<file path="config.mk">
export PLATFORM = sky130hd
export DESIGN_NAME = olte_engine
export DESIGN_NICKNAME = d
export VERILOG_FILES = /design/src/hw/rtl/olte_pkg.sv /design/src/hw/rtl/olte_engine.sv
export SDC_FILE = /design/constraint.sdc
export NUM_CORES = 1
export LEC_CHECK = 0
export CAP_MARGIN = 5
export CORE_MARGIN = 2
export CORE_UTILIZATION = 45
export CTS_CLUSTER_SIZE = 40
export DETAILED_ROUTE_END_ITERATION = 8
export DONT_BUFFER_PORTS = 1
export GPL_ROUTABILITY_DRIVEN = 0
export PLACE_DENSITY = 0.58
export SLEW_MARGIN = 20
export SYNTH_ARGS = -nofsm -noshare
export SYNTH_HDL_FRONTEND = slang
export SYNTH_SLANG_ARGS = --single-unit
</file>
<file path="constraint.sdc">
create_clock -name clk -period 4.2 [get_ports clk]
set_clock_uncertainty 0.05 [all_clocks]
set_input_delay 1.05 -clock clk [delete_from_list [all_inputs] [get_ports clk]]
set_output_delay 1.05 -clock clk [all_outputs]
set_load 0.005 [all_outputs]
</file>
<file path="src/hw/rtl/olte_pkg.sv">
// shared types, constants and codes of the ordered list table engine
`default_nettype none

package olte_pkg;

    localparam int DEPTH   = 256;
    localparam int VALUE_W = 32;
    localparam int IDX_W   = $clog2(DEPTH);
    localparam int CNT_W   = IDX_W + 1;
    localparam int CMD_W   = 4;
    localparam int POS_W   = 9;
    localparam int STAT_W  = 2;

    localparam logic [CNT_W-1:0] FULL_COUNT = CNT_W'(DEPTH);

    typedef enum logic [CMD_W-1:0] {
        CMD_APPEND   = 4'd0,
        CMD_INSERT   = 4'd1,
        CMD_GET      = 4'd2,
        CMD_SET      = 4'd3,
        CMD_DEL_SWAP = 4'd4,
        CMD_DEL_ORD  = 4'd5,
        CMD_REMOVE   = 4'd6,
        CMD_CONTAINS = 4'd7,
        CMD_CLEAR    = 4'd8,
        CMD_TRUNCATE = 4'd9
    } cmd_t;

    typedef enum logic [STAT_W-1:0] {
        ST_OK   = 2'd0,
        ST_BAD  = 2'd1,
        ST_FULL = 2'd2
    } status_t;

    typedef enum logic [3:0] {
        S_IDLE,
        S_GET,
        S_DSWAP,
        S_INS,
        S_DORD,
        S_RM_RD,
        S_RM_CMP,
        S_RM_MV,
        S_SCAN,
        S_DONE
    } state_t;

    typedef struct packed {
        logic [CMD_W-1:0]   cmd;
        logic [POS_W-1:0]   position;
        logic [VALUE_W-1:0] item_value;
    } cmd_word_t;

    typedef struct packed {
        logic [VALUE_W-1:0] read_value;
        logic               found;
        logic [CNT_W-1:0]   length;
        logic [STAT_W-1:0]  status;
    } rsp_word_t;

    typedef struct packed {
        logic               we;
        logic [IDX_W-1:0]   waddr;
        logic [VALUE_W-1:0] wdata;
        logic               re;
        logic [IDX_W-1:0]   raddr;
    } mem_req_t;

endpackage

`default_nettype wire

</file>
<file path="src/hw/rtl/olte_engine.sv">
// command sequencer: count register and read-modify-write walks over the entry ram
`default_nettype none

module olte_engine (
    input  wire logic                       clk,
    input  wire logic                       rst_n,
    input  wire logic                       cmd_valid,
    output logic                            cmd_ready,
    input  wire olte_pkg::cmd_word_t        cmd_word,
    output logic                            res_valid,
    input  wire logic                       res_ready,
    output olte_pkg::rsp_word_t             res_word,
    output olte_pkg::mem_req_t              mem_req,
    input  wire logic [olte_pkg::VALUE_W-1:0] mem_rdata
);

    olte_pkg::state_t               state_reg, state_next;
    logic [olte_pkg::CNT_W-1:0]     count_reg, count_next;
    logic [olte_pkg::POS_W-1:0]     pos_reg, pos_next;
    logic [olte_pkg::VALUE_W-1:0]   val_reg, val_next;
    logic [olte_pkg::CNT_W-1:0]     ptr_reg, ptr_next;
    logic                           pend_reg, pend_next;
    logic [olte_pkg::IDX_W-1:0]     waddr_reg, waddr_next;
    logic [olte_pkg::VALUE_W-1:0]   rv_reg, rv_next;
    logic                           found_reg, found_next;
    olte_pkg::status_t              st_reg, st_next;

    logic [olte_pkg::CNT_W-1:0]     count_dec, count_inc, ptr_dec, ptr_inc, in_pos;

    assign count_dec = count_reg - olte_pkg::CNT_W'(1);
    assign count_inc = count_reg + olte_pkg::CNT_W'(1);
    assign ptr_dec   = ptr_reg - olte_pkg::CNT_W'(1);
    assign ptr_inc   = ptr_reg + olte_pkg::CNT_W'(1);
    assign in_pos    = cmd_word.position + olte_pkg::CNT_W'(1);

    always_ff @(posedge clk or negedge rst_n)
    begin
        if (!rst_n)
        begin
            state_reg <= olte_pkg::S_IDLE;
            count_reg <= '0;
            pend_reg  <= 1'b0;
        end
        else
        begin
            state_reg <= state_next;
            count_reg <= count_next;
            pend_reg  <= pend_next;
        end
    end

    always_ff @(posedge clk)
    begin
        pos_reg   <= pos_next;
        val_reg   <= val_next;
        ptr_reg   <= ptr_next;
        waddr_reg <= waddr_next;
        rv_reg    <= rv_next;
        found_reg <= found_next;
        st_reg    <= st_next;
    end

    always_comb
    begin
        state_next = state_reg;
        count_next = count_reg;
        pos_next   = pos_reg;
        val_next   = val_reg;
        ptr_next   = ptr_reg;
        pend_next  = pend_reg;
        waddr_next = waddr_reg;
        rv_next    = rv_reg;
        found_next = found_reg;
        st_next    = st_reg;
        mem_req    = '0;
        cmd_ready  = 1'b0;
        res_valid  = 1'b0;

        unique case (state_reg)
            olte_pkg::S_IDLE:
            begin
                cmd_ready = 1'b1;
                if (cmd_valid)
                begin
                    pos_next   = cmd_word.position;
                    val_next   = cmd_word.item_value;
                    st_next    = olte_pkg::ST_OK;
                    found_next = 1'b0;
                    rv_next    = '0;
                    pend_next  = 1'b0;
                    state_next = olte_pkg::S_DONE;
                    unique case (olte_pkg::cmd_t'(cmd_word.cmd))
                        olte_pkg::CMD_APPEND:
                        begin
                            if (count_reg == olte_pkg::FULL_COUNT)
                            begin
                                st_next = olte_pkg::ST_FULL;
                            end
                            else
                            begin
                                mem_req.we    = 1'b1;
                                mem_req.waddr = count_reg[olte_pkg::IDX_W-1:0];
                                mem_req.wdata = cmd_word.item_value;
                                count_next    = count_inc;
                            end
                        end
                        olte_pkg::CMD_INSERT:
                        begin
                            if (cmd_word.position > count_reg)
                            begin
                                st_next = olte_pkg::ST_BAD;
                            end
                            else if (count_reg == olte_pkg::FULL_COUNT)
                            begin
                                st_next = olte_pkg::ST_FULL;
                            end
                            else
                            begin
                                ptr_next   = count_reg;
                                state_next = olte_pkg::S_INS;
                            end
                        end
                        olte_pkg::CMD_GET:
                        begin
                            if (cmd_word.position >= count_reg)
                            begin
                                st_next = olte_pkg::ST_BAD;
                            end
                            else
                            begin
                                mem_req.re    = 1'b1;
                                mem_req.raddr = cmd_word.position[olte_pkg::IDX_W-1:0];
                                state_next    = olte_pkg::S_GET;
                            end
                        end
                        olte_pkg::CMD_SET:
                        begin
                            if (cmd_word.position >= count_reg)
                            begin
                                st_next = olte_pkg::ST_BAD;
                            end
                            else
                            begin
                                mem_req.we    = 1'b1;
                                mem_req.waddr = cmd_word.position[olte_pkg::IDX_W-1:0];
                                mem_req.wdata = cmd_word.item_value;
                            end
                        end
                        olte_pkg::CMD_DEL_SWAP:
                        begin
                            if (cmd_word.position >= count_reg)
                            begin
                                st_next = olte_pkg::ST_BAD;
                            end
                            else
                            begin
                                mem_req.re    = 1'b1;
                                mem_req.raddr = count_dec[olte_pkg::IDX_W-1:0];
                                count_next    = count_dec;
                                state_next    = olte_pkg::S_DSWAP;
                            end
                        end
                        olte_pkg::CMD_DEL_ORD:
                        begin
                            if (cmd_word.position >= count_reg)
                            begin
                                st_next = olte_pkg::ST_BAD;
                            end
                            else
                            begin
                                count_next = count_dec;
                                ptr_next   = in_pos;
                                state_next = olte_pkg::S_DORD;
                            end
                        end
                        olte_pkg::CMD_REMOVE:
                        begin
                            if (cmd_word.item_value != '0)
                            begin
                                ptr_next   = '0;
                                state_next = olte_pkg::S_RM_RD;
                            end
                        end
                        olte_pkg::CMD_CONTAINS:
                        begin
                            ptr_next   = '0;
                            state_next = olte_pkg::S_SCAN;
                        end
                        olte_pkg::CMD_CLEAR:
                        begin
                            count_next = '0;
                        end
                        olte_pkg::CMD_TRUNCATE:
                        begin
                            if (cmd_word.position > count_reg)
                            begin
                                st_next = olte_pkg::ST_BAD;
                            end
                            else
                            begin
                                count_next = cmd_word.position;
                            end
                        end
                        default:
                        begin
                            st_next = olte_pkg::ST_BAD;
                        end
                    endcase
                end
            end
            olte_pkg::S_GET:
            begin
                rv_next    = mem_rdata;
                state_next = olte_pkg::S_DONE;
            end
            olte_pkg::S_DSWAP:
            begin
                mem_req.we    = 1'b1;
                mem_req.waddr = pos_reg[olte_pkg::IDX_W-1:0];
                mem_req.wdata = mem_rdata;
                state_next    = olte_pkg::S_DONE;
            end
            olte_pkg::S_INS:
            begin
                // walk down from the top, each word written one slot higher
                if (pend_reg)
                begin
                    mem_req.we    = 1'b1;
                    mem_req.waddr = waddr_reg;
                    mem_req.wdata = mem_rdata;
                end
                if (ptr_reg > pos_reg)
                begin
                    mem_req.re    = 1'b1;
                    mem_req.raddr = ptr_dec[olte_pkg::IDX_W-1:0];
                    waddr_next    = ptr_reg[olte_pkg::IDX_W-1:0];
                    ptr_next      = ptr_dec;
                    pend_next     = 1'b1;
                end
                else if (!pend_reg)
                begin
                    mem_req.we    = 1'b1;
                    mem_req.waddr = pos_reg[olte_pkg::IDX_W-1:0];
                    mem_req.wdata = val_reg;
                    count_next    = count_inc;
                    state_next    = olte_pkg::S_DONE;
                end
                else
                begin
                    pend_next = 1'b0;
                end
            end
            olte_pkg::S_DORD:
            begin
                // walk up from the hole, each word written one slot lower
                if (pend_reg)
                begin
                    mem_req.we    = 1'b1;
                    mem_req.waddr = waddr_reg;
                    mem_req.wdata = mem_rdata;
                end
                if (ptr_reg <= count_reg)
                begin
                    mem_req.re    = 1'b1;
                    mem_req.raddr = ptr_reg[olte_pkg::IDX_W-1:0];
                    waddr_next    = ptr_dec[olte_pkg::IDX_W-1:0];
                    ptr_next      = ptr_inc;
                    pend_next     = 1'b1;
                end
                else if (!pend_reg)
                begin
                    state_next = olte_pkg::S_DONE;
                end
                else
                begin
                    pend_next = 1'b0;
                end
            end
            olte_pkg::S_RM_RD:
            begin
                if (ptr_reg < count_reg)
                begin
                    mem_req.re    = 1'b1;
                    mem_req.raddr = ptr_reg[olte_pkg::IDX_W-1:0];
                    state_next    = olte_pkg::S_RM_CMP;
                end
                else
                begin
                    state_next = olte_pkg::S_DONE;
                end
            end
            olte_pkg::S_RM_CMP:
            begin
                if (mem_rdata == val_reg)
                begin
                    found_next    = 1'b1;
                    mem_req.re    = 1'b1;
                    mem_req.raddr = count_dec[olte_pkg::IDX_W-1:0];
                    count_next    = count_dec;
                    state_next    = olte_pkg::S_RM_MV;
                end
                else
                begin
                    ptr_next   = ptr_inc;
                    state_next = olte_pkg::S_RM_RD;
                end
            end
            olte_pkg::S_RM_MV:
            begin
                // last word fills the hole, same slot checked again
                mem_req.we    = 1'b1;
                mem_req.waddr = ptr_reg[olte_pkg::IDX_W-1:0];
                mem_req.wdata = mem_rdata;
                state_next    = olte_pkg::S_RM_RD;
            end
            olte_pkg::S_SCAN:
            begin
                if (pend_reg && (mem_rdata == val_reg))
                begin
                    found_next = 1'b1;
                    pend_next  = 1'b0;
                    state_next = olte_pkg::S_DONE;
                end
                else if (ptr_reg < count_reg)
                begin
                    mem_req.re    = 1'b1;
                    mem_req.raddr = ptr_reg[olte_pkg::IDX_W-1:0];
                    ptr_next      = ptr_inc;
                    pend_next     = 1'b1;
                end
                else
                begin
                    pend_next  = 1'b0;
                    state_next = olte_pkg::S_DONE;
                end
            end
            olte_pkg::S_DONE:
            begin
                res_valid = 1'b1;
                if (res_ready)
                begin
                    state_next = olte_pkg::S_IDLE;
                end
            end
            default:
            begin
                state_next = olte_pkg::S_IDLE;
            end
        endcase
    end

    always_comb
    begin
        res_word.read_value = rv_reg;
        res_word.found      = found_reg;
        res_word.length     = count_reg;
        res_word.status     = st_reg;
    end

    // count never passes the table size
    assert property (@(posedge clk) disable iff (!rst_n)
        count_reg <= olte_pkg::FULL_COUNT)
    else $error("entry count above table size");

    // the shifting walks never read and write one slot in the same cycle
    assert property (@(posedge clk) disable iff (!rst_n)
        (mem_req.we && mem_req.re) |-> (mem_req.waddr != mem_req.raddr))
    else $error("read and write of the same slot in one cycle");

    // a failed command carries neither a read word nor a found flag
    assert property (@(posedge clk) disable iff (!rst_n)
        (state_reg == olte_pkg::S_DONE && st_reg != olte_pkg::ST_OK)
        |-> (rv_reg == '0 && !found_reg))
    else $error("failed command with read word or found flag");

    // a held result does not change while it waits
    assert property (@(posedge clk) disable iff (!rst_n)
        (res_valid && !res_ready) |=> (res_valid && $stable(res_word)))
    else $error("pending result changed");

endmodule

`default_nettype wire

</file>
==> results.md <==
* Status: finished clean
* Cells after synthesis at 785
* Yosys warnings at 0
* Final net count at 910
* Antenna-violating nets left at 0
* Post-synth EDFFs at 93
* Synth top area share at 0.367
* Main combinational cell family by area after synthesis: compound AO/OA/AOI/OAI gates
* Port bufs at 0
* Main synth FF type: edfxtp_1
* Largest cells by area after synthesis: edfxtp_1 37%, xnor2_1 6.8%, ha_1 5.4%, dfrtp_1 4.6%, a222oi_1 4.2%
* Worst slack at placement at -0.108 ns
* Final WS setup at 0.0668 ns
* DR pass1 iterations at 7
* Post-synth top area cell: edfxtp_1
* Highest clock rate at 242 MHz
* Sequential-to-total area share from yosys stat at 0.413
* Cts bufs inserted at 9
* Clock root buffer: clkbuf_16
* Syn_area_per_cell at 9.69 um^2
* Total GRT Usage at 0.294
* Slowest stage delay, CP at 0.49 ns
* Die W at 134 um
* Post-DR wirelength/cell at 26.2 um
* Clk buf depth at 2
* Setup TNS at 0 ns
* Worst-path clk slew at 0.08 ns
* Global-route wire length before repair at 40,200 um
* Startpoint Class: flip-flop
* Final setup fails at 0
* Post-synthesis xor/xnor area fraction at 0.0725
* Total global routing overflow at 0
* Number of diodes at 0
* Synth Area in Compound Gates at 0.226
* Post-route DRC at 0
* Final Cycle Share at 0.984
* Synth top cells by count: 93 x edfxtp_1, 62 x inv_1, 59 x xnor2_1
* Leak at 3.36 nW
* Layout cells sized above 1 at 0.132
* Via Count at 7,018
* Pin count of the biggest net entering global routing at 46
* Die Y at 134 um
* Final Hold Vio Count at 0
* Final min period at 4.13 ns
* Relative slew margins at 0.382
* CTS tree: built
* CP cell instances: ha_1, nand4_1, a211oi_2, a2111oi_2, buf_4, o21a_1, a311o_2, a221o_1
* Slowest cell on the critical path: edfxtp_1
* Die Area at 18,000 um^2
* Mux contribution to synthesized area at 0.00148
* WP data arrival at 3.03 ns
* Rows at 47
* PD cells at 605 nW/um^2
* Post-Synth Adder-Cell Area at 0.0543
* Crit path buf inv count at 1
* Max-cap violations at 0
* Final Max Tran Viols at 0
* Max rail drop VDD at 233 uV
* Synthesized area at 7610 um^2
* Initial antenna violation count at 0
* Unique masters post-synth at 69
* IO Count at 177
* Placed inst area at 8070 um^2
* Via density per instance at 6.87
* Async SR Flop Fraction at 0.131
* Post-Layout Inst Area at 8430 um^2
* CP max FO at 8
* Core ar. at 16,600 um^2
* Htree depth at 3
* Syn Nets at 899
* #FFs+latches synth at 107
* Vias in the first global route at 6,792
* Endpoint type of the worst setup path: primary output
* Initial core utilization at 0.459
* Crit Path Class: reg2out
* Worst-Skew Late Latency at 0.36 ns
* Worst Path Required at 3.10 ns
* Hold_buf cts at 0
* TritonCTS Sinks at 107
* HP Class: in2async
* Area Overhead vs Synth at 10.8%
* HPWL after DPL at 20,100 um
* Slew @ Worst Pin at 0.915 ns
* Most frequent cell after synthesis: edfxtp_1
* Total Wirelength at 26,800 um
* Fillers at 1,536
* Number of DRC markers in iteration 0 at 1,043
* Worst path top cell family by delay: compound AO/OA/AOI/OAI gates
* Post-Synth Simple-Gate Area at 0.173
-- metal layers --
metal	vias up	routed length, um	global-route usage
met4	0	911	0.126
met1	3354	10000	0.361
met5	-	0	0
met3	73	2850	0.0650
met2	518	13000	0.499
li1	3073	-	-
-- cells in the final DEF, fill, tap and decap left out, drive strengths merged, types with 5 or more instances in the layout --
master / count
nand3: 19
o2bb2ai: 7
and3: 48
a31oi: 8
o211ai: 5
o221a: 6
inv: 66
o21ai: 22
xnor2: 59
a21oi: 41
nor2: 39
a222oi: 32
dfrtp: 14
nand4: 19
a221oi: 10
ha: 33
clkbuf: 9
nor3: 24
a211oi: 7
nand2b: 7
a21o: 12
a221o: 11
or3: 6
edfxtp: 93
a22oi: 27
nand2: 44
nor4: 19
o22ai: 8
buf: 53
-- power breakdown --
| group | switching, mW | internal, mW | leakage [nW] |
|---|---|---|---|
| clock | 0.438 | 0.419 | 0.145 |
| combinational | 1.49 | 0.879 | 2.18 |
| sequential | 0.246 | 1.63 | 1.04 |
-- kinds of logic after synthesis --
family | Yosys count
xor gates and xnor gates | 63
muxes | 1
AOI/OAI and AO/OA | 223
adders and majority gates | 33
DFF | 107
and+or+nand+nor | 243
buffers and inverters | 115
-- worst reg2reg max path, stage by stage (launching register included) --
cell      delay [ns]
edfxtp_1        0.44
buf_4           0.18
ha_1            0.31
nand2_1         0.09
nor2_1          0.05
a211oi_1        0.43
a31oi_1         0.37
a211oi_4        0.65
buf_4           0.28
nor2_1          0.05
a21oi_1         0.12
-- final timing paths --
| check | to | startpoint | slack [ns] | cells after the start |
|---|---|---|---|---|
| worst max-delay path | mem_req[7] | ptr_reg[6]$_DFFE_PP_ | 0.07 | 8 |
| worst min-delay path | count_reg[1]$_DFFE_PN0P_ | rst_n | 0.33 | 0 |
| worst max register to register | count_reg[2]$_DFFE_PN0P_ | ptr_reg[8]$_DFFE_PP_ | 1.12 | 10 |
| worst min register to register | count_reg[8]$_DFFE_PN0P_ | count_reg[8]$_DFFE_PN0P_ | 0.63 | 2 |
| max in group asynchronous | pend_reg$_DFFE_PN0P_ | rst_n | 3.69 | 0 |
| min in group clk | count_reg[8]$_DFFE_PN0P_ | count_reg[8]$_DFFE_PN0P_ | 0.63 | 2 |
-- cell type report --
type	instances	area [um^2]	share of cell area
Clock buffer	9	225	0.0267
Clock inverter	7	67.6	0.00801
Timing Repair Buffer	53	423	0.0502
Inverter	62	233	0.0276
Tap cell	220	275	0.0326
Sequential cell	107	3140	0.373
Multi-Input combinational cell	563	4070	0.482
-- repair_timing --
| item | CTS | global route |
|---|---|---|
| pin swaps | 0 | 5 |
| setup buffers | 2 | 1 |
| gates resized for setup | 2 | 11 |
| setup endpoints to repair | 8 | 49 |
-- stage by stage --
stage                     hold slack (ns)  instances   util  power (mW)
after detailed placement            0.618       1002  0.487        4.16
final                               0.325       1021  0.508        5.10
after global placement              0.615       1002  0.487        4.09
after floorplan                     0.536        785      -        3.38
after CTS                           0.312       1020  0.506        5.04
after global routing                0.308       1021  0.508        5.38
(Power assumes the default switching activity.)
